File: src/hw/rtl/hsfd_pkg.sv
// shared types, codes and constants of the sample filter and window detector
`default_nettype none
package hsfd_pkg;

  localparam int SAMPLE_W  = 16;
  localparam int GAIN_W    = 9;
  localparam int IDX_W     = 8;
  localparam int KIND_W    = 2;
  localparam int CFG_IDX_W = 2;
  localparam int CFG_W     = 16;
  localparam int SUM_W     = 22;

  localparam int HISTORY_DEPTH_DEF  = 256;
  localparam int BASELINE_COUNT_DEF = 64;

  localparam logic [GAIN_W-1:0] GAIN_ONE       = 9'd256;
  localparam logic [GAIN_W-1:0] GAIN_RESET     = 9'd26;
  localparam logic [SAMPLE_W-1:0] OFFSET_RESET = 16'd100;

  localparam logic [KIND_W-1:0] KIND_SAMPLE = 2'd0;
  localparam logic [KIND_W-1:0] KIND_RECAL  = 2'd1;
  localparam logic [KIND_W-1:0] KIND_READ   = 2'd2;

  localparam logic [CFG_IDX_W-1:0] CFG_FILTER_GAIN   = 2'd0;
  localparam logic [CFG_IDX_W-1:0] CFG_WINDOW_OFFSET = 2'd1;

  typedef enum logic [1:0] {
    OP_SAMPLE,
    OP_RECAL,
    OP_READ,
    OP_IDLE
  } hsfd_op_t;

  typedef struct packed {
    hsfd_op_t            op;
    logic [SAMPLE_W-1:0] sample;
    logic [IDX_W-1:0]    read_index;
  } hsfd_item_t;

  typedef enum logic {
    BK_RUN,
    BK_DIV
  } hsfd_bk_state_t;

  typedef struct packed {
    logic             start;
    logic [SUM_W-1:0] dividend;
  } hsfd_div_req_t;

  typedef struct packed {
    logic                busy;
    logic [SAMPLE_W-1:0] quotient;
  } hsfd_div_rsp_t;

endpackage
`default_nettype wire

File: src/hw/rtl/hsfd_back.sv
// back end: filter update, history store, window logic and result register
`default_nettype none
module hsfd_back import hsfd_pkg::*; #(
  parameter int HISTORY_DEPTH  = HISTORY_DEPTH_DEF,
  parameter int BASELINE_COUNT = BASELINE_COUNT_DEF
) (
  input  wire logic                clk,
  input  wire logic                rst_n,
  input  wire logic [GAIN_W-1:0]   filter_gain,
  input  wire logic [SAMPLE_W-1:0] window_offset,
  input  wire logic                q_valid,
  input  wire hsfd_item_t          q_item,
  output logic                     q_pop,
  output hsfd_div_req_t            div_req,
  input  wire hsfd_div_rsp_t       div_rsp,
  output logic                     out_valid,
  input  wire logic                out_ready,
  output logic [SAMPLE_W-1:0]      out_filtered,
  output logic                     out_detected,
  output logic                     out_calibrated,
  output logic                     out_primed,
  output logic [IDX_W-1:0]         out_write_position,
  output logic [SAMPLE_W-1:0]      out_history_value
);

  localparam int AW = $clog2(HISTORY_DEPTH);
  localparam int IW = (AW > IDX_W) ? AW : IDX_W;

  function automatic logic [SAMPLE_W-1:0] win_hi(input logic [SAMPLE_W-1:0] c,
                                                 input logic [SAMPLE_W-1:0] off);
    logic [SAMPLE_W:0] up;
    up = {1'b0, c} + {1'b0, off};
    return up[SAMPLE_W] ? '1 : up[SAMPLE_W-1:0];
  endfunction

  function automatic logic [SAMPLE_W-1:0] win_lo(input logic [SAMPLE_W-1:0] c,
                                                 input logic [SAMPLE_W-1:0] off);
    return (c >= off) ? c - off : '0;
  endfunction

  hsfd_bk_state_t state_r, state_nxt;

  logic [SAMPLE_W-1:0] avg_r, avg_nxt;
  logic                seeded_r, seeded_nxt;
  logic                window_set_r, window_set_nxt;
  logic                alarm_r, alarm_nxt;
  logic [AW-1:0]       slot_r, slot_nxt;
  logic [SAMPLE_W-1:0] up_r, up_nxt;
  logic [SAMPLE_W-1:0] lo_r, lo_nxt;
  logic [SUM_W-1:0]    sum_r, sum_nxt;
  logic                out_valid_r, out_valid_nxt;
  logic                hv_sel_r, hv_sel_nxt;
  logic [SAMPLE_W-1:0] hist_rd_r;

  logic [SAMPLE_W-1:0] hist_mem [HISTORY_DEPTH];

  logic                out_free;
  logic                fire;
  logic                mem_we;
  logic                rd_en;
  logic [GAIN_W-1:0]   gain_sat;
  logic signed [26:0]  ema_prod;
  logic signed [26:0]  ema_sum;
  logic [SAMPLE_W-1:0] ema_val;
  logic [SAMPLE_W-1:0] new_avg;
  logic [AW-1:0]       slot_inc;
  logic [IW-1:0]       rd_ext;
  logic [AW-1:0]       rd_addr;
  logic                rd_in_range;

  // avg + floor((sample - avg) * g / 256) equals the weighted form exactly
  assign gain_sat = (filter_gain > GAIN_ONE) ? GAIN_ONE : filter_gain;
  assign ema_prod = ($signed({1'b0, q_item.sample}) - $signed({1'b0, avg_r}))
                    * $signed({1'b0, gain_sat});
  assign ema_sum  = $signed({11'd0, avg_r}) + (ema_prod >>> 8);
  assign ema_val  = ema_sum[SAMPLE_W-1:0];
  assign new_avg  = seeded_r ? ema_val : q_item.sample;

  assign slot_inc = (slot_r == AW'(HISTORY_DEPTH - 1)) ? '0 : slot_r + AW'(1);

  assign rd_ext      = IW'(q_item.read_index);
  assign rd_addr     = rd_ext[AW-1:0];
  assign rd_in_range = ({1'b0, rd_ext} < (IW+1)'(HISTORY_DEPTH));

  assign out_free = !out_valid_r || out_ready;

  always_comb begin
    state_nxt      = state_r;
    fire           = 1'b0;
    mem_we         = 1'b0;
    rd_en          = 1'b0;
    div_req        = '0;
    avg_nxt        = avg_r;
    seeded_nxt     = seeded_r;
    window_set_nxt = window_set_r;
    alarm_nxt      = alarm_r;
    slot_nxt       = slot_r;
    up_nxt         = up_r;
    lo_nxt         = lo_r;
    sum_nxt        = sum_r;
    hv_sel_nxt     = hv_sel_r;
    out_valid_nxt  = out_ready ? 1'b0 : out_valid_r;
    unique case (state_r)
      BK_RUN: begin
        if (q_valid && out_free) begin
          fire          = 1'b1;
          out_valid_nxt = 1'b1;
          hv_sel_nxt    = 1'b0;
          case (q_item.op)
            OP_SAMPLE: begin
              avg_nxt    = new_avg;
              seeded_nxt = 1'b1;
              mem_we     = 1'b1;
              slot_nxt   = slot_inc;
              if (!window_set_r && (slot_r < AW'(BASELINE_COUNT))) begin
                sum_nxt = sum_r + SUM_W'(new_avg);
              end
              if (!window_set_r && (slot_inc == AW'(BASELINE_COUNT))) begin
                // baseline complete: hold the result until the mean is ready
                window_set_nxt   = 1'b1;
                div_req.start    = 1'b1;
                div_req.dividend = sum_nxt;
                out_valid_nxt    = 1'b0;
                state_nxt        = BK_DIV;
              end else begin
                alarm_nxt = window_set_r && ((new_avg > up_r) || (new_avg < lo_r));
              end
            end
            OP_RECAL: begin
              if (!alarm_r && seeded_r) begin
                up_nxt = win_hi(avg_r, window_offset);
                lo_nxt = win_lo(avg_r, window_offset);
              end
            end
            OP_READ: begin
              rd_en      = rd_in_range;
              hv_sel_nxt = rd_in_range;
            end
            default: ;
          endcase
        end
      end
      BK_DIV: begin
        if (!div_rsp.busy && out_free) begin
          up_nxt        = win_hi(div_rsp.quotient, window_offset);
          lo_nxt        = win_lo(div_rsp.quotient, window_offset);
          alarm_nxt     = (avg_r > up_nxt) || (avg_r < lo_nxt);
          hv_sel_nxt    = 1'b0;
          out_valid_nxt = 1'b1;
          state_nxt     = BK_RUN;
        end
      end
      default: state_nxt = BK_RUN;
    endcase
  end

  assign q_pop = fire;

  always_ff @(posedge clk) begin
    if (!rst_n) begin
      state_r <= BK_RUN;
    end else begin
      state_r <= state_nxt;
    end
  end

  always_ff @(posedge clk) begin
    if (!rst_n) begin
      avg_r        <= '0;
      seeded_r     <= 1'b0;
      window_set_r <= 1'b0;
      alarm_r      <= 1'b0;
      slot_r       <= '0;
      up_r         <= '0;
      lo_r         <= '0;
      sum_r        <= '0;
      out_valid_r  <= 1'b0;
      hv_sel_r     <= 1'b0;
    end else begin
      avg_r        <= avg_nxt;
      seeded_r     <= seeded_nxt;
      window_set_r <= window_set_nxt;
      alarm_r      <= alarm_nxt;
      slot_r       <= slot_nxt;
      up_r         <= up_nxt;
      lo_r         <= lo_nxt;
      sum_r        <= sum_nxt;
      out_valid_r  <= out_valid_nxt;
      hv_sel_r     <= hv_sel_nxt;
    end
  end

  always_ff @(posedge clk) begin
    if (mem_we) begin
      hist_mem[slot_r] <= new_avg;
    end
    if (rd_en) begin
      hist_rd_r <= hist_mem[rd_addr];
    end
  end

  // status registers hold while a result waits, since nothing executes then
  assign out_valid          = out_valid_r;
  assign out_filtered       = avg_r;
  assign out_detected       = alarm_r;
  assign out_calibrated     = window_set_r;
  assign out_primed         = seeded_r;
  assign out_write_position = IDX_W'(slot_r);
  assign out_history_value  = hv_sel_r ? hist_rd_r : '0;

  a_bounds_ordered: assert property (@(posedge clk) disable iff (!rst_n)
    lo_r <= up_r)
    else $error("window lower bound above upper bound");

  a_alarm_needs_window: assert property (@(posedge clk) disable iff (!rst_n)
    alarm_r |-> window_set_r)
    else $error("detection raised before calibration");

  a_calib_waits_mean: assert property (@(posedge clk) disable iff (!rst_n)
    $rose(window_set_r) |-> (state_r == BK_DIV) && !out_valid_r)
    else $error("calibration result released before baseline mean");

  a_slot_in_range: assert property (@(posedge clk) disable iff (!rst_n)
    slot_r <= AW'(HISTORY_DEPTH - 1))
    else $error("history slot beyond depth");

endmodule
`default_nettype wire

File: config.mk
export PLATFORM = sky130hd
export DESIGN_NAME = hsfd_back
export DESIGN_NICKNAME = d
export VERILOG_FILES = /design/src/hw/rtl/hsfd_pkg.sv /design/src/hw/rtl/hsfd_back.sv
export SDC_FILE = /design/constraint.sdc
export NUM_CORES = 2
export LEC_CHECK = 0
export BUFFER_PORTS_ARGS = -buffer_cell sky130_fd_sc_hd__buf_2
export CAP_MARGIN = 5
export CORE_MARGIN = 4
export CORE_UTILIZATION = 47
export DETAILED_ROUTE_END_ITERATION = 8
export PLACE_DENSITY = 0.7
export SLEW_MARGIN = 10
export SYNTH_ARGS = -nofsm -noshare
export SYNTH_HDL_FRONTEND = slang
export SYNTH_SLANG_ARGS = --single-unit
File: constraint.sdc
create_clock -name clk -period 63 [get_ports clk]
set_clock_uncertainty 0.05 [all_clocks]
set_input_delay 6.3 -clock clk [delete_from_list [all_inputs] [get_ports clk]]
set_output_delay 6.3 -clock clk [all_outputs]
set_load 0.1 [all_outputs]
==> impl_metrics.json <==
{
  "run_status": "finished clean",
  "routed_wire_length_um": 430000,
  "transition_time_at_the_pin_with_the_least_slew_margin_ps": 1300,
  "cap_viol_max_count": 0,
  "synth_largest_type_area_fraction_pct": 71.7,
  "fmax_mhz": 40.0,
  "worst_hold_margin_ps": 440,
  "slew_viol_final": 0,
  "post_synth.cell_area_avg_um2": 21.2,
  "synth.area.top_cells": "sky130_fd_sc_hd__edfxtp_1 (72%), sky130_fd_sc_hd__mux4_2 (18%), sky130_fd_sc_hd__ha_1 (1.7%)",
  "p_leak_nw": 62.8,
  "power_density_nw_per_um2": 35.7,
  "grt_pass1_wl_um": 624000,
  "worst-setup-path-type": "input port to output pin",
  "hold_path.startpoint": "up_r[6]",
  "postRouteAntennaNets": 0,
  "deepest_clock_path_buffer_count": 4,
  "slew_headroom_pct": 13.2,
  "synth-xor-area-share_pct": 0.636,
  "ys_ff_latch": 4196,
  "maximum_number_of_pins_on_one_net_before_global_route_repair": 194,
  "worstPathMaxFanout": 67,
  "critPathLaunchType": "input port",
  "fin_cells": 13800,
  "reg2reg_slack_ps": 49600,
  "synth.yosys.seq_area_share_pct": 72.7,
  "cts_max_level": 5,
  "clk_slew_on_worst_s_h_paths_ps": 60,
  "worst_r2r_endpoint": "hist_mem[8][15]",
  "num-nets-final": 9061,
  "cp_common_cell": "sky130_fd_sc_hd__fa_1",
  "critPathSlowestCell": "sky130_fd_sc_hd__a31o_4",
  "floorplan.die.height_um": 613,
  "clkLatencyLatePin_ps": 970,
  "antenna_found_initial": 35,
  "timing.critical_path.max_delay_family": "compound AO/OA/AOI/OAI gates",
  "critPathCaptureType": "output pin",
  "cp.required_ps": 56650,
  "ys_async_sr_fraction_pct": 0,
  "max-vdd-ir-drop_uv": 34.4,
  "place_worst_setup_slack_ps": 38070,
  "worstReg2RegStart": "out_filtered[1]",
  "floorplan.core_area_um2": 364000,
  "post_cts_resized": 0,
  "via_per_inst": 6.18,
  "hold_path_end": "up_r[6]",
  "synth_compound_area_share_pct": 1.74,
  "dp_hpwl_um": 258000,
  "post_synth_inst_count": 8117,
  "min_period_ps": 25000,
  "cts_tree": "built",
  "predominant_post_synthesis_flop_cell": "sky130_fd_sc_hd__edfxtp_1",
  "ys.warnings.count": 0,
  "drt_first_iter_violations": 11600,
  "synth_top_family_by_area": "multiplexers",
  "setup_fix_bufs_post_cts": 0,
  "worst_hold_path.num_cells": 1,
  "worst_ep_arrival_time_ps": 18650,
  "global_route.overflow_total": 0,
  "critPathMaxStageDelay_ps": 730,
  "first_global_vias": 86600,
  "share_of_post_route_cells_with_drive_strength_above_1_pct": 28.1,
  "setup_repair_after_global_routing_missed_its_margin": "no",
  "routed-via-count": 85200,
  "die_width_um": 613,
  "worst-path-buf-inv": 7,
  "std_cell_rows": 221,
  "synth_adder_area_share_pct": 3.11,
  "synth_simple_gate_area_share_pct": 2.40,
  "number_of_distinct_standard_cells_referenced_by_the_synthesized_netlist": 74,
  "library_cell_with_the_highest_instance_count_after_synthesis": "sky130_fd_sc_hd__edfxtp_1",
  "cts_num_sinks": 4196,
  "synth_common_cells": "sky130_fd_sc_hd__edfxtp_1 (4112), sky130_fd_sc_hd__mux4_2 (1360), sky130_fd_sc_hd__nor2_1 (421)",
  "first_drt_pass_iteration_count": 6,
  "finalHoldViolations": 0,
  "ctsRootBufferMaster": "sky130_fd_sc_hd__clkbuf_16",
  "finalSetupViolations": 0,
  "mappedNetlistNets": 8543,
  "global_placer_s_final_weighted_congestion": 0.876,
  "effective_utilization_at_floorplan_pct": 47.4,
  "min_delay_worst_type": "register to register",
  "drc_errors_left": 0,
  "synth-edff-count": 4112,
  "io_buffers": 139,
  "worstRegToRegCells": 42,
  "grt_usage_pct": 22.9,
  "multiplexer_fraction_of_the_synthesized_cell_area_pct": 17.9,
  "final.period_utilization_pct": 39.7,
  "wl_per_cell_um": 31.2,
  "totalNegativeSetupSlack_ps": 0,
  "area_enclosed_by_the_die_boundary_um2": 376000,
  "synth_area_um2": 172000,
  "cts_buf_count": 411,
  "flow.area_growth_from_synthesis_pct": 12.7,
  "post_cts_hold_fix_bufs": 0,
  "place.detailed.instances": 13000,
  "synth_area_leader_cell": "sky130_fd_sc_hd__edfxtp_1",
  "final.setup.worst_slack_ps": 38000,
  "i_o_pin_total": 140
}
## kinds of logic after synthesis
logic type	count (synthesis)
compound gates	450
xor+xnor	125
fa+ha+maj	354
buf+inv	680
flops	4196
mux	1374
simple gates	938
## area by class of cell
type | count | area [um^2]
clock buffers | 483 | 10600
fillers | 27100 | 170000
flip-flops and latches | 4196 | 125000
repair buffers | 513 | 3630
inverters | 272 | 1040
clock inverters | 272 | 2910
diodes | 18 | 45.0
well taps | 4794 | 6000
multi-input cells | 3241 | 44700
## registers in the layout, indices dropped and copies added (netlist names)
signal              flops
hist_mem             4096
sum_r                  22
hist_rd_r              16
lo_r                   16
out_filtered           16
up_r                   16
out_write_position      8
hv_sel_r                1
out_calibrated          1
out_detected            1
out_primed              1
out_valid               1
state_r                 1
## stage by stage
stage	instance area [um^2]	util [%]	total power, mW
2_1_floorplan	172000	-	4.15
3_3_place_gp	180000	49.6	4.48
3_5_place_dp	180000	49.6	4.52
4_1_cts	194000	53.4	6.97
5_1_grt	194000	53.4	7.19
6_report	194000	53.4	6.93
## where the power goes
group          total (mW)  switching (mW)  internal (mW)
registers            3.39         0.00455           3.39
clock network        2.46            1.04           1.42
logic                1.08           0.760          0.316
## metal layers
metal	GRT usage [%]	part of all wire, %
met2	36.3	48
met1	32.1	38
met4	7.35	3.5
met3	4.64	10
met5	0	0.022
## layout by cell type (no fill, tap or decap), drive strengths merged, types with 43 or more instances in the layout
master  instances
xnor2          94
o21ai          90
ha            231
a21oi         120
clkinv        196
nand2         261
nor2          421
inv           287
mux4         1360
clkbuf        483
a21o           47
dfxtp          84
fa            123
edfxtp       4112
and2           56
nor2b          43
bufinv         51
buf           513
## how the worst max path moves through the flow
| stage | cells past startpoint | endpoint | slack (ps) | from |
|---|---|---|---|---|
| after floorplan | 43 | div_req[15] | 31890 | q_item[8] |
| after global placement | 52 | div_req[21] | 38060 | q_item[8] |
| after detailed placement | 52 | div_req[21] | 38070 | q_item[8] |
| after CTS | 52 | div_req[21] | 38060 | q_item[8] |
| after global routing | 52 | div_req[21] | 37250 | q_item[8] |
| final | 52 | div_req[21] | 38000 | q_item[8] |
No activity file was read; power rests on OpenSTA's default activity.
