**src/hw/rtl/hsfd_pkg.sv**
```systemverilog
// shared types, codes and constants of the sample filter and window detector
`default_nettype none
package hsfd_pkg;

  localparam int SAMPLE_W  = 16;
  localparam int GAIN_W    = 9;
  localparam int IDX_W     = 8;
  localparam int KIND_W    = 2;
  localparam int CFG_IDX_W = 2;
  localparam int CFG_W     = 16;
  localparam int SUM_W     = 22;

  localparam int HISTORY_DEPTH_DEF  = 256;
  localparam int BASELINE_COUNT_DEF = 64;

  localparam logic [GAIN_W-1:0] GAIN_ONE       = 9'd256;
  localparam logic [GAIN_W-1:0] GAIN_RESET     = 9'd26;
  localparam logic [SAMPLE_W-1:0] OFFSET_RESET = 16'd100;

  localparam logic [KIND_W-1:0] KIND_SAMPLE = 2'd0;
  localparam logic [KIND_W-1:0] KIND_RECAL  = 2'd1;
  localparam logic [KIND_W-1:0] KIND_READ   = 2'd2;

  localparam logic [CFG_IDX_W-1:0] CFG_FILTER_GAIN   = 2'd0;
  localparam logic [CFG_IDX_W-1:0] CFG_WINDOW_OFFSET = 2'd1;

  typedef enum logic [1:0] {
    OP_SAMPLE,
    OP_RECAL,
    OP_READ,
    OP_IDLE
  } hsfd_op_t;

  typedef struct packed {
    hsfd_op_t            op;
    logic [SAMPLE_W-1:0] sample;
    logic [IDX_W-1:0]    read_index;
  } hsfd_item_t;

  typedef enum logic {
    BK_RUN,
    BK_DIV
  } hsfd_bk_state_t;

  typedef struct packed {
    logic             start;
    logic [SUM_W-1:0] dividend;
  } hsfd_div_req_t;

  typedef struct packed {
    logic                busy;
    logic [SAMPLE_W-1:0] quotient;
  } hsfd_div_rsp_t;

endpackage
`default_nettype wire

```
**src/hw/rtl/hsfd_div.sv**
```systemverilog
// baseline mean: division by a constant through a reciprocal multiply
`default_nettype none
module hsfd_div import hsfd_pkg::*; #(
  parameter int DIVISOR = BASELINE_COUNT_DEF
) (
  input  wire logic          clk,
  input  wire logic          rst_n,
  input  wire hsfd_div_req_t req,
  output hsfd_div_rsp_t      rsp
);

  // n * ceil(2^(SUM_W+SH) / d) >> (SUM_W+SH) gives floor(n / d) for any SUM_W-bit n
  localparam int SH = $clog2(DIVISOR);
  localparam int MW = SUM_W + 1;
  localparam int PW = SUM_W + MW;
  localparam longint unsigned RECIP_L =
    ((64'd1 << (SUM_W + SH)) + 64'(DIVISOR) - 64'd1) / 64'(DIVISOR);
  localparam logic [MW-1:0] RECIP = MW'(RECIP_L);

  logic [SUM_W-1:0]    dvd_r, dvd_nxt;
  logic                pend_r, pend_nxt;
  logic [SAMPLE_W-1:0] quo_r, quo_nxt;
  logic [PW-1:0]       prod;

  assign prod = {{MW{1'b0}}, dvd_r} * {{SUM_W{1'b0}}, RECIP};

  // cycle after start: multiply and register, cycle after that: quotient ready
  always_comb begin
    dvd_nxt  = req.start ? req.dividend : dvd_r;
    pend_nxt = req.start;
    quo_nxt  = pend_r ? prod[SUM_W+SH +: SAMPLE_W] : quo_r;
  end

  always_ff @(posedge clk) begin
    if (!rst_n) begin
      dvd_r  <= '0;
      pend_r <= 1'b0;
      quo_r  <= '0;
    end else begin
      dvd_r  <= dvd_nxt;
      pend_r <= pend_nxt;
      quo_r  <= quo_nxt;
    end
  end

  assign rsp.busy     = pend_r;
  assign rsp.quotient = quo_r;

endmodule
`default_nettype wire

```
**config.mk**
```make
export PLATFORM = sky130hd
export DESIGN_NAME = hsfd_div
export DESIGN_NICKNAME = d
export VERILOG_FILES = /design/src/hw/rtl/hsfd_pkg.sv /design/src/hw/rtl/hsfd_div.sv
export SDC_FILE = /design/constraint.sdc
export NUM_CORES = 1
export LEC_CHECK = 0
export ABC_AREA = 1
export BUFFER_PORTS_ARGS = -buffer_cell sky130_fd_sc_hd__buf_2
export CAP_MARGIN = 20
export CORE_MARGIN = 5
export CORE_UTILIZATION = 45
export CTS_CLUSTER_SIZE = 20
export DETAILED_ROUTE_END_ITERATION = 10
export PLACE_DENSITY = 0.74
export SYNTH_ARGS = -nofsm -noshare
export SYNTH_HDL_FRONTEND = slang
export SYNTH_SLANG_ARGS = --single-unit
export TNS_END_PERCENT = 50
```
**constraint.sdc**
```tcl
create_clock -name clk -period 0.9 [get_ports clk]
set_input_delay 0.09 -clock clk [delete_from_list [all_inputs] [get_ports clk]]
set_output_delay 0.09 -clock clk [all_outputs]
set_load 0.03 [all_outputs]
```
==> metrics.txt, run 1 <==
nets=266; Synthesized Nets=232; layout cells sized above 1=0.273; violated checks=negative setup slack; Rel. slew slack=0.630; Yosys top cell area share=0.477; DRC Markers=0; Worst path top cell family by delay=flip-flops; detailed-route via count=1182; hold depth=5; Pwr per Cell Area=1700 nW/um^2; number of flops mapped to enable cells by yosys=0; Worst Setup SP=pend_r; cells after synthesis=207; clk buf depth=2; fin crit period=0.986 ns; Worst path slowest cell=dfxtp_2; I/O pin total=42; max frequency=1010 MHz; Synth Area in Simple Gates=0.354; Final Hold Violating Endpoints=0; #FFs+latches synth=33; Synth Area per Inst=6.69 sq um; Metal-1 WL=1230 um; CP arrival=0.90 ns; diodes inserted=0; Async S/R FF share, synth=0; r2r setup slk=-0.01 ns; Crit. End Element=primary output; worst hold path class=input pin to flip-flop; htree depth=2; XOR/XNOR Fraction of Synth Area=0; total congestion overflow=0; Synth cell types=8; Synth top cells by count=nand2_1, nor2_1, dfxtp_1, inv_1, buf_6; initial antenna violation count=0; synthesized area=1380 sq um; CTS buffer count=5; largest net degree at the start of global routing=34; post-synth top area cell=dfxtp_1; DIE AREA=4280 sq um; Worst Hold Endpoint=dvd_r[9]; hold buffers post-CTS=0; Routed wire per std cell=9.38 um; number of global-route vias before repair=1002; CP bufs+invs=2; Most used DFF post-synth=dfxtp_1; CP Data Required Time=0.81 ns; Post-Synth Adder-Cell Area=0; R2R cell count=4; Setup Skew=0.00109 ns; max-cap viol count=0; Most common cell on crit path=buf_6; DP Worst Slack=0.0531 ns; initial core utilization=0.461; Startpoint Class=flip-flop; Total GRT Usage=0.129; main combinational cell family by area after synthesis=simple AND/OR/NAND/NOR gates; Core Footprint=3000 sq um; status=complete, but fails checks; Syn. warnings=0; final setup margin=-0.0861 ns; Synth area leaders=dfxtp_1, nand2_1, nor2_1, inv_1, buf_6; largest stage delay on the critical path=0.33 ns; Area Overhead vs Synth=24.1%; P_leak=0.929 nW; RSZ-0062 raised after global routing=true; Clock Sinks=33; peak supply drop=0.648 mV; wire length on met2=1180 um; Reg clk slew, reported paths=0.09 ns; max-slew violation count=0; Overall Power=2.91 mW; final period utilization=1.10; post-synthesis mux area share=0; final setup fails=4; final core occ=0.572; CTS tree=yes; most frequent cell after synthesis=nand2_1; top sig layer=met4; I/O Buffers=35; worst setup path class=flip-flop to primary output; ANT nets after route=0; drt first pass iters=4; first-pass GRT wire length=4240 um; Crit. path cell count=2; initial drt markers=31; Final Wtd Congestion=0.748; R2R Path Start=pend_r; Die Y-Extent=65.5 um; placed wire-length estimate=1650 um; final WL=2580 um; row count=20; post-synthesis sequential area ratio=0.477; Tightest Pin Transition=0.555 ns; worst-path maximum fanout=2; critical hold path startpoint=req[9]; root buf cell=clkbuf_4; met3 wire length=125 um; post-synthesis compound-gate area fraction=0; crit-path cells=buf_6 -> buf_6; Die Width=65.5 um; Clock Latency Late Sink=0.33 ns; reg-to-reg endpoint=quo_r[6]; via/cell ratio=4.30
## layer usage
layer,track usage,up-vias
met5,0,-
met4,0.0544,0
met3,0.0462,4
met2,0.210,29
met1,0.152,501
li1,-,648
## through the flow
stage	cell area, sq um	instances	TNS [ns]	hold WS [ns]
floorplan	1380	207	0	0.278
global placement	1540	266	0	0.373
detailed placement	1540	266	0	0.385
CTS	1740	276	-0.167	0.0302
global route	1720	275	-1.66	0.0390
finish	1720	275	-0.103	0.0397
## cells in the final DEF (no fill, tap or decap), types with 2 or more instances in the layout
cell type  count
inv_1         33
clkbuf_4       5
buf_2         18
buf_6         18
clkinv_2       2
nand2_1       64
dfxtp_1       16
nor2_2         2
buf_4          2
dfxtp_2       17
nor2_1        62
## timing repair
item / in CTS / in global routing
setup buffers: 2 / 0
resized for setup: 52 / 1
pin swaps: 0 / 1
setup endpoints to repair: 17 / 33
## layout make-up
| type | count | area, sq um |
|---|---|---|
| Fill cell | 293 | 1280 |
| Sequential cell | 33 | 682 |
| Multi-Input combinational cell | 129 | 492 |
| Timing Repair Buffer | 39 | 328 |
| Inverter | 33 | 124 |
| Clock buffer | 6 | 41.3 |
| Tap cell | 33 | 41.3 |
| Clock inverter | 2 | 10.0 |
## where the power goes
part / switching, mW / leakage (nW) / internal, mW
Sequential: 0.0577 / 0.279 / 1.57
Combinational: 0.300 / 0.617 / 0.225
Clock: 0.466 / 0.0320 / 0.297
Total: 0.824 / 0.929 / 2.09
## logic make-up after synthesis
family / Yosys count
buffers and inverters: 45
DFF: 33
and+or+nand+nor: 129
## registers in the layout, indices dropped and copies added, names as in the netlist
name / flops
dvd_r: 16
pend_r: 1
quo_r: 16
## tightest hold or removal path: stages
cell and delay, ns:
buf_2 0.07, inv_1 0.03, nand2_1 0.04, nand2_1 0.04
nor2_1 0.06
## worst max path at each step
stage	end	slack, ns
finish	rsp[16]	-0.09
global route	rsp[16]	-0.12
CTS	rsp[16]	-0.10
detailed placement	quo_r[7]	0.05
global placement	quo_r[7]	0.07
floorplan	quo_r[14]	0.08
Note: power is estimated with default switching activity, not from simulation.
==> run 2, diff against run 1 <==
- CORE_UTILIZATION: 45 -> 47
- CTS_BUF_LIST: default -> sky130_fd_sc_hd__clkbuf_4 sky130_fd_sc_hd__clkbuf_8
- GPL_ROUTABILITY_DRIVEN: default -> 1
- PLACE_DENSITY: 0.74 -> 0.77
==> run 2 against run 1 <==
Net effect: the flow still finishes with violations (negative setup slack); critical path depth did not move; via count fell by 4.8%; die area fell by 3.6%; sequential power barely moved; sequential share of layout area fell by 0.79 points; power rose by 3.3%; critical path type unchanged; largest power group unchanged.
==> metrics.txt, run 2 (same netlist as run 1, synthesis figures left out) <==
Storage cell area=682 sq um; Routed wire per std cell=8.88 um; Crit. End Element=primary output; layout cells sized above 1=0.287; nets=269; root buf cell=clkbuf_4; most frequent cells in the layout=nand2_1, nor2_1, inv_1, buf_6, buf_2; FILL cells=256; initial antenna violation count=0; clk buf depth=2; drt first pass iters=4; Area Overhead vs Synth=26.7%; Rel. slew slack=0.643; fin crit period=0.982 ns; detailed-route via count=1125; Startpoint Class=flip-flop; Reg clk slew, reported paths=0.09 ns; row count=19; CP arrival=0.89 ns; total congestion overflow=0; peak supply drop=1.12 mV; Final Hold Violating Endpoints=0; final WL=2440 um; htree depth=2; worst hold path class=input pin to flip-flop; final setup margin=-0.0819 ns; Setup Skew=0.00541 ns; Final Wtd Congestion=0.676; worst-path maximum fanout=2; P_leak=0.949 nW; Die Width=64.3 um; Clock Sinks=33; initial core utilization=0.498; first-pass GRT wire length=3970 um; Die Y-Extent=64.3 um; placed wire-length estimate=1650 um; ANT nets after route=0; CTS tree=yes; worst setup path class=flip-flop to primary output; final setup fails=2; max frequency=1020 MHz; Total GRT Usage=0.125; I/O Buffers=35; initial drt markers=27; Core Footprint=2780 sq um; I/O pin total=42; hold buffers post-CTS=0; Pwr per Cell Area=1720 nW/um^2; final core occ=0.630; max-cap viol count=0; Tightest Pin Transition=0.535 ns; DRC Markers=0; most common cell after layout, fill and taps aside=nand2_1; CTS buffer count=5; Overall Power=3.01 mW; max-slew violation count=0; Top Registers=dvd_r: 16 flops, quo_r: 16 flops, pend_r: 1 flops; violated checks=negative setup slack; DIE AREA=4130 sq um; RSZ-0062 raised after global routing=true; diodes inserted=0; final period utilization=1.09; largest net degree at the start of global routing=34; via/cell ratio=4.09; status=complete, but fails checks; CP Data Required Time=0.81 ns; Multi-input gate area=494 sq um; Clock Latency Late Sink=0.32 ns; number of global-route vias before repair=927
## run 2: cell count changes in the layout (fill, tap and decap cells not counted), sizes merged
cell    before  now
clkbuf       6    7
clkinv       2    0
buf         39   42
## run 2: repair_timing
| item | CTS | global route |
|---|---|---|
| resized for setup | 53 | 3 |
| pin swaps | 0 | 1 |
| endpoints found under the hold margin | 0 | 0 |
| endpoints found under the setup margin | 17 | 33 |
| buffers inserted | 2 | 0 |
| gates cloned | 0 | 1 |
## run 2: through the flow
stage / hold slack [ns] / TNS (ns) / setup slack (ns) / cell area, sq um / std cells
floorplan: 0.278 / 0 / 0.0821 / 1380 / 207
global placement: 0.372 / 0 / 0.0739 / 1530 / 265
detailed placement: 0.380 / 0 / 0.0734 / 1530 / 265
CTS: 0.0316 / -0.158 / -0.0983 / 1740 / 274
global route: 0.0457 / -1.34 / -0.132 / 1750 / 275
finish: 0.0424 / -0.0877 / -0.0819 / 1750 / 275
## run 2: worst paths after layout
kind	start	to	slack, ns	cells past startpoint
setup / recovery	pend_r	rsp[16]	-0.08	2
hold / removal	req[8]	dvd_r[8]	0.04	5
setup reg to reg	pend_r	quo_r[3]	0	5
hold reg to reg	dvd_r[21]	dvd_r[21]	0.47	2
## run 2: critical path, cell delays in order (launching register included)
cell and delay (ns):
dfxtp_2 0.33, buf_6 0.11, buf_6 0.13
## run 2: layer usage
| layer | vias up | part of all wire | track usage |
|---|---|---|---|
| met2 | 27 | 0.41 | 0.172 |
| met3 | 7 | 0.074 | 0.0613 |
| met1 | 438 | 0.49 | 0.154 |
| li1 | 653 | - | - |
| met5 | - | 0 | 0 |
| met4 | 0 | 0.026 | 0.0763 |
## run 2: power by group
group	leakage [nW]	switching [mW]	internal [mW]
combinational	0.635	0.297	0.236
clock	0.0348	0.453	0.399
sequential	0.279	0.0575	1.57
## run 2: layout make-up
class                           instances  share of cell area
Sequential cell                        33               0.389
Multi-Input combinational cell        129               0.282
Timing Repair Buffer                   42               0.203
Inverter                               33              0.0707
Clock buffer                            7              0.0335
Tap cell                               31              0.0221
==> run 3, diff against run 2 <==
- PLACE_DENSITY: 0.77 -> 0.84
==> run 3 against run 2 <==
Net effect: the run still ends with negative setup slack left; wire length grew 6.8%; sequential share of layout area is 0.30 points lower; worst setup slack lost 0.015 ns; combinational power grew 3%; critical endpoint unchanged.
==> metrics.txt, run 3 (same netlist as run 1, synthesis figures left out) <==
FILL cells=253; Final Hold Violating Endpoints=0; max-slew violation count=0; Tightest Pin Transition=0.548 ns; largest net degree at the start of global routing=34; Crit. End Element=primary output; via/cell ratio=4.20; worst-path maximum fanout=2; worst hold path class=input pin to flip-flop; Sw Share=0.270; most common cell after layout, fill and taps aside=nand2_1; Sequential Power Share=0.536; final period utilization=1.11; I/O Buffers=35; P_leak=0.949 nW; Routed wire per std cell=9.59 um; final WL=2610 um; violated checks=negative setup slack; Die Y-Extent=64.3 um; Clock Sinks=33; htree depth=2; Top Registers=dvd_r: 16 flops, quo_r: 16 flops, pend_r: 1 flops; number of global-route vias before repair=1055; P_sw=0.818 mW; clk buf depth=2; initial core utilization=0.498; drt first pass iters=4; peak supply drop=1.40 mV; max frequency=1000 MHz; fin crit period=0.997 ns; internal power=2.21 mW; clock group share of total power=0.283; initial drt markers=40; Setup Skew=0.00629 ns; Die Width=64.3 um; max-cap viol count=0; hold buffers post-CTS=0; Logic pwr share=0.181; final setup fails=4; DIE AREA=4130 sq um; layout cells sized above 1=0.278; placed instance area=1530 sq um; most frequent cells in the layout=nand2_1, nor2_1, inv_1, buf_2; CTS buffer count=5; CTS tree=yes; DP Worst Slack=0.0565 ns; worst setup path class=flip-flop to primary output; nets=266; CP arrival=0.91 ns; first-pass GRT wire length=4310 um; diodes inserted=0; CP Data Required Time=0.81 ns; Total GRT Usage=0.132; Core Footprint=2780 sq um; final setup margin=-0.0966 ns; I/O pin total=42; initial antenna violation count=0; Area Overhead vs Synth=27.7%; DRC Markers=0; placed wire-length estimate=1690 um; RSZ-0062 raised after global routing=true; post-route cell area=1770 sq um; total congestion overflow=0; worst hold margin=0.0463 ns; Pwr per Cell Area=1720 nW/um^2; row count=19; final non-filler cell total=272; ANT nets after route=0; status=complete, but fails checks; Startpoint Class=flip-flop; Final Wtd Congestion=0.766; Clock Latency Late Sink=0.32 ns; Reg clk slew, reported paths=0.10 ns; detailed-route via count=1142; root buf cell=clkbuf_4; placed insts=263; Rel. slew slack=0.635
==> run 3: final timing paths <==
path,from,endpoint,slack [ns],depth (start not counted)
min reg2reg,dvd_r[9],dvd_r[9],0.48,2
max,pend_r,rsp[16],-0.1,2
max reg2reg,pend_r,quo_r[6],-0.04,5
min,req[18],dvd_r[18],0.05,5
==> run 3: per-stage QoR <==
step / TNS [ns] / power, mW / utilization
2_1_floorplan: 0 / 2.00 / -
3_3_place_gp: 0 / 2.09 / 0.549
3_5_place_dp: 0 / 2.11 / 0.549
4_1_cts: -0.734 / 3.04 / 0.632
5_1_grt: -1.06 / 3.18 / 0.635
6_report: -0.172 / 3.03 / 0.635
==> run 3: layer usage <==
metal,vias to the layer above,track usage,wire length [um]
met5,-,0,0
met4,0,0.0763,63
li1,646,-,-
met3,7,0.0385,138
met1,460,0.157,1220
met2,29,0.208,1190
==> run 3: critical path: stages, from the launching register on <==
cell	delay [ns]
dfxtp_2	0.34
buf_12	0.12
buf_8	0.12
==> run 3: cell type report <==
type / instances / area (sq um) / share of cell area
inverter: 33 / 124 / 0.0701
tap: 31 / 38.8 / 0.0220
clock buffer: 7 / 58.8 / 0.0333
timing repair buffer: 39 / 369 / 0.209
multi-input combinational: 129 / 494 / 0.280
sequential: 33 / 682 / 0.386
==> run 3: power by group through the flow <==
stage	logic [mW]	registers [mW]	clock network, mW
floorplan	0.273	1.72	0
global placement	0.457	1.63	0
detailed placement	0.468	1.64	0
CTS	0.548	1.62	0.866
global route	0.608	1.64	0.934
finish	0.549	1.63	0.857
==> run 3: timing repair <==
action / 4_1_cts / 5_1_grt
cloned: 1 / 0
setup buffers: 1 / 0
resized for setup: 51 / 4
pin swaps: 0 / 1
setup endpoints to repair: 17 / 33
