$ cat config.mk
export PLATFORM = sky130hd
export DESIGN_NAME = hsfd_front
export DESIGN_NICKNAME = d
export VERILOG_FILES = /design/src/hw/rtl/hsfd_pkg.sv /design/src/hw/rtl/hsfd_front.sv
export SDC_FILE = /design/constraint.sdc
export NUM_CORES = 1
export LEC_CHECK = 0
export ABC_AREA = 1
export BUFFER_PORTS_ARGS = -buffer_cell sky130_fd_sc_hd__buf_2
export CORE_MARGIN = 1.5
export CORE_UTILIZATION = 55
export DETAILED_ROUTE_END_ITERATION = 8
export PLACE_DENSITY = 0.82
export SLEW_MARGIN = 0
export SYNTH_ARGS = -nofsm -noshare
export SYNTH_HDL_FRONTEND = slang
export SYNTH_SLANG_ARGS = --single-unit
$ cat constraint.sdc
create_clock -name clk -period 3.1 [get_ports clk]
set_input_delay 0.155 -clock clk [delete_from_list [all_inputs] [get_ports clk]]
set_output_delay 0.155 -clock clk [all_outputs]
set_load 0.05 [all_outputs]
$ cat src/hw/rtl/hsfd_pkg.sv
// shared types, codes and constants of the sample filter and window detector
`default_nettype none
package hsfd_pkg;

  localparam int SAMPLE_W  = 16;
  localparam int GAIN_W    = 9;
  localparam int IDX_W     = 8;
  localparam int KIND_W    = 2;
  localparam int CFG_IDX_W = 2;
  localparam int CFG_W     = 16;
  localparam int SUM_W     = 22;

  localparam int HISTORY_DEPTH_DEF  = 256;
  localparam int BASELINE_COUNT_DEF = 64;

  localparam logic [GAIN_W-1:0] GAIN_ONE       = 9'd256;
  localparam logic [GAIN_W-1:0] GAIN_RESET     = 9'd26;
  localparam logic [SAMPLE_W-1:0] OFFSET_RESET = 16'd100;

  localparam logic [KIND_W-1:0] KIND_SAMPLE = 2'd0;
  localparam logic [KIND_W-1:0] KIND_RECAL  = 2'd1;
  localparam logic [KIND_W-1:0] KIND_READ   = 2'd2;

  localparam logic [CFG_IDX_W-1:0] CFG_FILTER_GAIN   = 2'd0;
  localparam logic [CFG_IDX_W-1:0] CFG_WINDOW_OFFSET = 2'd1;

  typedef enum logic [1:0] {
    OP_SAMPLE,
    OP_RECAL,
    OP_READ,
    OP_IDLE
  } hsfd_op_t;

  typedef struct packed {
    hsfd_op_t            op;
    logic [SAMPLE_W-1:0] sample;
    logic [IDX_W-1:0]    read_index;
  } hsfd_item_t;

  typedef enum logic {
    BK_RUN,
    BK_DIV
  } hsfd_bk_state_t;

  typedef struct packed {
    logic             start;
    logic [SUM_W-1:0] dividend;
  } hsfd_div_req_t;

  typedef struct packed {
    logic                busy;
    logic [SAMPLE_W-1:0] quotient;
  } hsfd_div_rsp_t;

endpackage
`default_nettype wire

$ cat src/hw/rtl/hsfd_front.sv
// front end: accepts items, decodes the kind and queues them for the back end
`default_nettype none
module hsfd_front import hsfd_pkg::*; (
  input  wire logic                clk,
  input  wire logic                rst_n,
  input  wire logic                in_valid,
  output logic                     in_ready,
  input  wire logic [KIND_W-1:0]   in_kind,
  input  wire logic [SAMPLE_W-1:0] in_sample,
  input  wire logic [IDX_W-1:0]    in_read_index,
  output logic                     q_valid,
  output hsfd_item_t               q_item,
  input  wire logic                q_pop
);

  hsfd_item_t entry_r [2];
  logic       wr_ptr_r, wr_ptr_nxt;
  logic       rd_ptr_r, rd_ptr_nxt;
  logic [1:0] cnt_r, cnt_nxt;
  logic       push;
  hsfd_item_t dec_item;

  always_comb begin
    dec_item.sample     = in_sample;
    dec_item.read_index = in_read_index;
    unique case (in_kind)
      KIND_SAMPLE: dec_item.op = OP_SAMPLE;
      KIND_RECAL:  dec_item.op = OP_RECAL;
      KIND_READ:   dec_item.op = OP_READ;
      default:     dec_item.op = OP_IDLE;
    endcase
  end

  assign in_ready = (cnt_r != 2'd2);
  assign push     = in_valid && in_ready;
  assign q_valid  = (cnt_r != 2'd0);
  assign q_item   = entry_r[rd_ptr_r];

  always_comb begin
    wr_ptr_nxt = push ? ~wr_ptr_r : wr_ptr_r;
    rd_ptr_nxt = q_pop ? ~rd_ptr_r : rd_ptr_r;
    cnt_nxt    = cnt_r + {1'b0, push} - {1'b0, q_pop};
  end

  always_ff @(posedge clk) begin
    if (!rst_n) begin
      wr_ptr_r <= 1'b0;
      rd_ptr_r <= 1'b0;
      cnt_r    <= 2'd0;
    end else begin
      wr_ptr_r <= wr_ptr_nxt;
      rd_ptr_r <= rd_ptr_nxt;
      cnt_r    <= cnt_nxt;
    end
  end

  always_ff @(posedge clk) begin
    if (push) begin
      entry_r[wr_ptr_r] <= dec_item;
    end
  end

endmodule
`default_nettype wire

==> run_summary.xml, run 1 <==
<?xml version="1.0" encoding="UTF-8"?>
<metrics>
  <group name="detailed_routing">
    <metric name="remaining_drc_errors" unit="">0</metric>
    <metric name="drtPass1Iterations" unit="">4</metric>
    <metric name="postRouteAntennaNets" unit="">0</metric>
    <metric name="detailroute.via_count" unit="">1191</metric>
    <metric name="wl_per_cell" unit="um">16.3</metric>
    <metric name="finalWirelength" unit="um">3850</metric>
    <metric name="route.detailed.vias_per_inst" unit="">5.03</metric>
    <metric name="drt-initial-drc-count" unit="">56</metric>
  </group>
  <group name="worst_hold_path">
    <metric name="worst_hold_path_type" unit="">in2reg</metric>
  </group>
  <group name="sta">
    <metric name="setup_repair_after_global_routing_missed_its_margin" unit="">no</metric>
    <metric name="layout_min_cycle_time" unit="ns">2.00</metric>
    <metric name="final_hold_viol_count" unit="">0</metric>
    <metric name="fmaxAchievable" unit="GHz">0.500</metric>
    <metric name="tightest_slew" unit="ns">0.820</metric>
    <metric name="worst_clock_skew" unit="ns">0.00634</metric>
    <metric name="final.setup.tns" unit="ns">0</metric>
    <metric name="final-setup-viol-count" unit="">0</metric>
    <metric name="maxSlewViolCount" unit="">0</metric>
    <metric name="slew_headroom" unit="">0.453</metric>
    <metric name="layout_worst_path_cycle_share" unit="">0.645</metric>
  </group>
  <group name="logic_synthesis">
    <metric name="synth-seq-area-share" unit="">0.752</metric>
    <metric name="post_synth_num_cell_types" unit="">14</metric>
    <metric name="synth_nets" unit="">147</metric>
    <metric name="synth_area" unit="sq mm">0.00221</metric>
    <metric name="cell_count_after_synthesis" unit="">116</metric>
    <metric name="synth.avg_cell_area" unit="sq um">19.0</metric>
    <metric name="yosys_warnings" unit="">0</metric>
    <metric name="synth.ff_latch_count" unit="">57</metric>
  </group>
  <group name="cts">
    <metric name="cts_made_buffers" unit="">9</metric>
    <metric name="later_pin_clock_latency_in_the_skew_report" unit="ns">0.33</metric>
    <metric name="h-tree-depth" unit="">3</metric>
    <metric name="clk_pin_slew_worst_paths" unit="ns">0.06</metric>
    <metric name="post_cts.resized_instances" unit="">0</metric>
    <metric name="tritoncts_num_sinks" unit="">57</metric>
    <metric name="cts_tree" unit="">yes</metric>
    <metric name="cts-root-buf" unit="">sky130_fd_sc_hd__clkbuf_8</metric>
    <metric name="clk_path_buf_depth" unit="">2</metric>
  </group>
  <group name="grt">
    <metric name="grt_use_met2" unit="">0.306</metric>
    <metric name="grt_first_pass_wirelength" unit="um">5660</metric>
    <metric name="gr-usage-all-layers" unit="">0.190</metric>
    <metric name="grt_antenna_before_repair" unit="">0</metric>
    <metric name="use_met3" unit="">0.0733</metric>
    <metric name="grt_pass1_vias" unit="">1206</metric>
    <metric name="globalRouteOverflowTotal" unit="">0</metric>
    <metric name="pin_count_of_the_biggest_net_entering_global_routing" unit="">27</metric>
    <metric name="globalRouteMet1Util" unit="">0.227</metric>
    <metric name="grt_busiest_layer" unit="">met2</metric>
  </group>
  <group name="final_layout">
    <metric name="stdcell_count" unit="">237</metric>
    <metric name="layout.nets" unit="">215</metric>
    <metric name="most-common-layout-cells" unit="">sky130_fd_sc_hd__buf_2 (57), sky130_fd_sc_hd__edfxtp_1 (52), sky130_fd_sc_hd__mux2_4 (20)</metric>
    <metric name="layout-drive-gt1-share" unit="">0.524</metric>
    <metric name="antenna-diode-count" unit="">0</metric>
    <metric name="nFillCells" unit="">230</metric>
    <metric name="layout_commonest_cell" unit="">sky130_fd_sc_hd__buf_2</metric>
    <metric name="flow.area_growth_from_synthesis" unit="%">23.3</metric>
    <metric name="multiInputGateArea" unit="sq um">475</metric>
    <metric name="seq_area" unit="sq mm">0.00166</metric>
  </group>
  <group name="floorplanning">
    <metric name="floorplan.die.height" unit="um">66.4</metric>
    <metric name="placeable_core_region" unit="sq mm">0.00377</metric>
    <metric name="io_pins" unit="">58</metric>
    <metric name="dieArea" unit="sq mm">0.00441</metric>
    <metric name="core.rowCount" unit="">22</metric>
    <metric name="starting_density_of_the_core" unit="">0.586</metric>
    <metric name="fp.dieW" unit="um">66.4</metric>
  </group>
  <group name="worst_setup_path">
    <metric name="crit_path_max_incr_delay" unit="ns">0.86</metric>
    <metric name="arrival_worst_endpoint" unit="ns">1.84</metric>
    <metric name="slowest_stage" unit="">sky130_fd_sc_hd__dfxtp_2</metric>
    <metric name="timing.critical_path.to_type" unit="">output port</metric>
    <metric name="critical_path_required" unit="ns">2.94</metric>
    <metric name="timing.critical_path.from_type" unit="">register</metric>
    <metric name="crit_path_cells" unit="">mux2_2, buf_2</metric>
    <metric name="worstPathMaxFanout" unit="">26</metric>
    <metric name="path_class" unit="">reg2out</metric>
  </group>
  <group name="outcome">
    <metric name="status" unit="">finished, final reports clean</metric>
  </group>
  <group name="power_and_ir_drop">
    <metric name="power.static_leakage" unit="nW">1.12</metric>
    <metric name="vdd_drop_max" unit="mV">0.406</metric>
    <metric name="power_density" unit="mW/mm^2">723</metric>
  </group>
  <group name="place">
    <metric name="port_buffers" unit="">57</metric>
    <metric name="place_congestion" unit="">0.723</metric>
    <metric name="place.detailed.hpwl" unit="um">2430</metric>
    <metric name="place.detailed.instances" unit="">218</metric>
  </group>
  <group name="run">
    <metric name="total_of_max_cap_violations" unit="">0</metric>
  </group>
</metrics>
[registers in the layout, summed over array words and instances, names as in the netlist, named ones only]
name      count
cnt_r         2
entry_r      52
rd_ptr_r      1
wr_ptr_r      1
[Yosys cell counts]
cell type,instances,area (sq um)
sky130_fd_sc_hd__mux2_2,6,67.6
sky130_fd_sc_hd__buf_12,2,40.0
sky130_fd_sc_hd__mux2_4,20,300
sky130_fd_sc_hd__dfxtp_1,5,100
sky130_fd_sc_hd__nand2_1,12,45.0
sky130_fd_sc_hd__clkbuf_1,2,7.51
sky130_fd_sc_hd__inv_1,5,18.8
sky130_fd_sc_hd__ha_1,1,12.5
sky130_fd_sc_hd__nand3_1,1,5.00
sky130_fd_sc_hd__edfxtp_1,52,1560
sky130_fd_sc_hd__xnor2_1,1,8.76
sky130_fd_sc_hd__buf_6,1,11.3
sky130_fd_sc_hd__nor2_1,7,26.3
sky130_fd_sc_hd__a21oi_1,1,5.00
[power by group]
part | internal (mW) | switching, mW
registers | 0.917 | 0.0324
logic | 0.121 | 0.264
clock network | 0.362 | 0.273
[routing by layer]
layer,part of all wire,vias to the layer above,wire length (um)
met3,0.058,4,223
met4,0.012,0,45
met5,0,-,0
met2,0.51,40,1970
met1,0.42,581,1620
li1,-,566,-
[layout make-up]
| class | instances | area share |
|---|---|---|
| inverters | 5 | 0.00689 |
| multi-input cells | 49 | 0.174 |
| clock inverters | 5 | 0.0170 |
| repair buffers | 62 | 0.121 |
| flip-flops and latches | 57 | 0.610 |
| well taps | 48 | 0.0220 |
| clock buffers | 11 | 0.0482 |
[worst max-delay path: cells and delay by family, from the launching register on]
| kind | cells | cell delay, ns |
|---|---|---|
| flops | 1 | 0.86 |
| mux | 1 | 0.43 |
| buf+inv | 1 | 0.21 |
[per-stage QoR]
step | setup slack, ns | utilization | total power, mW | hold slack (ns) | instance area, sq um
floorplan | 0.551 | - | 1.26 | 0.248 | 2210
global placement | 1.35 | 0.668 | 1.33 | 0.347 | 2520
detailed placement | 1.28 | 0.668 | 1.35 | 0.348 | 2520
CTS | 1.08 | 0.720 | 1.98 | 0.0000422 | 2720
global route | 1.02 | 0.723 | 2.04 | 0.00323 | 2730
finish | 1.10 | 0.723 | 1.97 | 0.0126 | 2730
[worst paths after layout]
check	from	endpoint	slack, ns	depth (start not counted)
worst max register to register	cnt_r[0]	entry_r[1][13]	1.24	5
worst max-delay path	register	q_item[4]	1.10	2
worst min-delay path	in_kind[0]	entry_r[0][24]	0.01	1
worst min register to register	rd_ptr_r	rd_ptr_r	0.51	2
[cell families (layout without fill, tap and decap cells)]
group                      Yosys count  count (layout)  synth area share
DFF                                 57              57             0.752
AOI/OAI and AO/OA                    1               1           0.00226
and+or+nand+nor                     20              20            0.0345
buffers and inverters               10              83            0.0351
muxes                               26              26             0.166
xor gates and xnor gates             1               1           0.00396
adders and majority gates            1               1           0.00566
[repair_timing]
item / 4_1_cts / 5_1_grt
endpoints found under the hold margin: 3 / 1
endpoints found under the setup margin: 0 / 0
hold buffers: 2 / 1
buffers inserted: 0 / 0
Note: power is estimated with default switching activity, not from simulation.
==> run 2, diff against run 1 <==
CORE_UTILIZATION = 51   (was 55)
PLACE_DENSITY = 0.77   (was 0.82)
clock period = 2 ns   (was 3.1 ns; I/O delays follow)
==> run 2 against run 1 <==
Net effect:
- clock skew barely moved
- setup slack got worse by 0.71 ns
- via count increased by 7.7%
- global-route usage shrank 0.56 points
- sequential power is 53% higher
- worst hold slack improved by 0.0036 ns
- total power is 57% higher
- sequential share of layout area fell by 5.4 points
- combinational power increased by 72%
- clock power is 53% higher
- cell count increased by 12%
- largest cell class unchanged
- largest power group unchanged
- highest routed layer unchanged
==> run_summary.xml, run 2 (same netlist as run 1, synthesis figures left out) <==
<?xml version="1.0" encoding="UTF-8"?>
<metrics>
  <group name="outcome">
    <metric name="status" unit="">finished, final reports clean</metric>
  </group>
  <group name="final_layout">
    <metric name="largest_reg_flops" unit="">52</metric>
    <metric name="stdcell_count" unit="">266</metric>
    <metric name="register_bank_with_the_most_flops" unit="">entry_r</metric>
    <metric name="most-common-layout-cells" unit="">sky130_fd_sc_hd__buf_2 (57), sky130_fd_sc_hd__edfxtp_1 (52), sky130_fd_sc_hd__dlygate4sd3_1 (26)</metric>
    <metric name="antenna-diode-count" unit="">0</metric>
    <metric name="multiInputGateArea" unit="sq um">475</metric>
    <metric name="nFillCells" unit="">276</metric>
    <metric name="flow.area_growth_from_synthesis" unit="%">35.2</metric>
    <metric name="layout-drive-gt1-share" unit="">0.477</metric>
    <metric name="seq_area" unit="sq mm">0.00166</metric>
    <metric name="layout_commonest_cell" unit="">sky130_fd_sc_hd__buf_2</metric>
    <metric name="layout.nets" unit="">242</metric>
    <metric name="top_regs" unit="">entry_r x52, cnt_r x2</metric>
    <metric name="fin_util" unit="">0.731</metric>
  </group>
  <group name="worst_hold_path">
    <metric name="worst_hold_path_type" unit="">in2reg</metric>
    <metric name="holdCritStartpoint" unit="">rst_n</metric>
  </group>
  <group name="power_and_ir_drop">
    <metric name="p_sw_frac" unit="">0.285</metric>
    <metric name="power_report.internal_total" unit="mW">2.21</metric>
    <metric name="p_clk_frac" unit="">0.315</metric>
    <metric name="report.power.total" unit="mW">3.09</metric>
    <metric name="power_density" unit="mW/mm^2">1030</metric>
    <metric name="switching_power" unit="mW">0.881</metric>
    <metric name="power.share.combinational" unit="">0.215</metric>
    <metric name="vdd_drop_max" unit="mV">0.556</metric>
    <metric name="pwr-share-seq" unit="">0.470</metric>
    <metric name="power.static_leakage" unit="nW">1.23</metric>
  </group>
  <group name="sta">
    <metric name="layout_worst_path_cycle_share" unit="">0.803</metric>
    <metric name="final_hold_viol_count" unit="">0</metric>
    <metric name="setup_repair_after_global_routing_missed_its_margin" unit="">no</metric>
    <metric name="slew_headroom" unit="">0.821</metric>
    <metric name="fmaxAchievable" unit="GHz">0.623</metric>
    <metric name="final-setup-viol-count" unit="">0</metric>
    <metric name="layout_min_cycle_time" unit="ns">1.61</metric>
    <metric name="tightest_slew" unit="ns">0.269</metric>
    <metric name="timing.final.ws_setup" unit="ns">0.394</metric>
    <metric name="holdWs" unit="ns">0.0162</metric>
    <metric name="maxSlewViolCount" unit="">0</metric>
    <metric name="worst_clock_skew" unit="ns">0.00593</metric>
  </group>
  <group name="cts">
    <metric name="post_cts_buffers" unit="">0</metric>
    <metric name="clk_path_buf_depth" unit="">2</metric>
    <metric name="clk_pin_slew_worst_paths" unit="ns">0.06</metric>
    <metric name="h-tree-depth" unit="">3</metric>
    <metric name="cts-root-buf" unit="">sky130_fd_sc_hd__clkbuf_8</metric>
    <metric name="later_pin_clock_latency_in_the_skew_report" unit="ns">0.33</metric>
    <metric name="cts_made_buffers" unit="">9</metric>
    <metric name="cts_tree" unit="">yes</metric>
    <metric name="tritoncts_num_sinks" unit="">57</metric>
  </group>
  <group name="detailed_routing">
    <metric name="route.detailed.vias_per_inst" unit="">4.82</metric>
    <metric name="finalWirelength" unit="um">3970</metric>
    <metric name="wl_per_cell" unit="um">14.9</metric>
    <metric name="drtPass1Iterations" unit="">4</metric>
    <metric name="detailroute.via_count" unit="">1283</metric>
    <metric name="remaining_drc_errors" unit="">0</metric>
    <metric name="drt-initial-drc-count" unit="">61</metric>
    <metric name="postRouteAntennaNets" unit="">0</metric>
  </group>
  <group name="worst_setup_path">
    <metric name="critical_path_required" unit="ns">1.90</metric>
    <metric name="worstReg2RegStart" unit="">cnt_r[0]</metric>
    <metric name="crit_path_max_incr_delay" unit="ns">0.37</metric>
    <metric name="worstPathMaxFanout" unit="">16</metric>
    <metric name="arrival_worst_endpoint" unit="ns">1.51</metric>
    <metric name="timing.critical_path.from_type" unit="">register</metric>
    <metric name="slowest_stage" unit="">sky130_fd_sc_hd__mux2_2</metric>
    <metric name="timing.critical_path.to_type" unit="">output port</metric>
    <metric name="path_class" unit="">reg2out</metric>
    <metric name="crit_path_cells" unit="">buf_4, mux2_2, buf_2</metric>
  </group>
  <group name="floorplanning">
    <metric name="placeable_core_region" unit="sq mm">0.00409</metric>
    <metric name="starting_density_of_the_core" unit="">0.541</metric>
    <metric name="dieArea" unit="sq mm">0.00474</metric>
    <metric name="fp.dieW" unit="um">68.8</metric>
    <metric name="io_pins" unit="">58</metric>
    <metric name="core.rowCount" unit="">23</metric>
    <metric name="floorplan.die.height" unit="um">68.8</metric>
  </group>
  <group name="run">
    <metric name="total_of_max_cap_violations" unit="">0</metric>
  </group>
  <group name="grt">
    <metric name="grt_antenna_before_repair" unit="">0</metric>
    <metric name="globalRouteOverflowTotal" unit="">0</metric>
    <metric name="pin_count_of_the_biggest_net_entering_global_routing" unit="">18</metric>
    <metric name="grt_first_pass_wirelength" unit="um">5860</metric>
    <metric name="grt_pass1_vias" unit="">1320</metric>
    <metric name="gr-usage-all-layers" unit="">0.185</metric>
  </group>
  <group name="place">
    <metric name="place.detailed.instances" unit="">224</metric>
    <metric name="place.detailed.hpwl" unit="um">2500</metric>
    <metric name="port_buffers" unit="">57</metric>
    <metric name="pre_cts_ws" unit="ns">0.439</metric>
    <metric name="place_congestion" unit="">0.664</metric>
  </group>
</metrics>
[run 2: cell types whose count changed in the layout (fill, tap and decap cells not counted), sizes merged]
cell / delta
buf: +4
dlygate4sd3: +23
[run 2: worst max-delay path: cells and delay by family, from the launching register on]
kind	cells	cell delay (ns)
multiplexers	1	0.37
flip-flops	1	0.32
buffers and inverters	2	0.48
[run 2: through the flow]
stage          TNS [ns]  cell area, sq um
2_1_floorplan     -6.52              2210
3_3_place_gp          0              2550
3_5_place_dp          0              2550
4_1_cts               0              2990
5_1_grt               0              2990
6_report              0              2990
[run 2: cell type report]
type / count / share of cell area
clock buffer: 11 / 0.0440
inverter: 5 / 0.00628
clock inverter: 5 / 0.0155
tap: 50 / 0.0209
timing repair buffer: 89 / 0.198
sequential: 57 / 0.557
multi-input combinational: 49 / 0.159
[run 2: path summary, 6_finish.rpt]
| kind | slack, ns | endpoint | cells past startpoint |
|---|---|---|---|
| max | 0.39 | q_item[4] | 3 |
| min reg2reg | 0.51 | rd_ptr_r | 2 |
| max reg2reg | 0.43 | cnt_r[1] | 11 |
| min | 0.02 | cnt_r[0] | 3 |
[run 2: power groups by stage]
stage	Clock, mW	Combinational, mW	Sequential, mW
CTS	0.977	0.665	1.45
detailed placement	0	0.624	1.48
global route	1.04	0.704	1.46
global placement	0	0.603	1.47
finish	0.972	0.663	1.45
floorplan	0	0.491	1.47
[run 2: what timing repair did]
action | CTS | global route
resized for setup | 0 | 0
endpoints found under the hold margin | 52 | 0
hold buffers | 26 | 0
[run 2: routing by layer]
| layer | global-route usage | vias up | routed length, um | share of wire |
|---|---|---|---|---|
| li1 | - | 617 | - | - |
| met1 | 0.188 | 613 | 1520 | 0.38 |
| met2 | 0.323 | 42 | 2120 | 0.54 |
| met3 | 0.0666 | 11 | 213 | 0.054 |
| met4 | 0.110 | 0 | 108 | 0.027 |
| met5 | 0 | - | 0 | 0 |
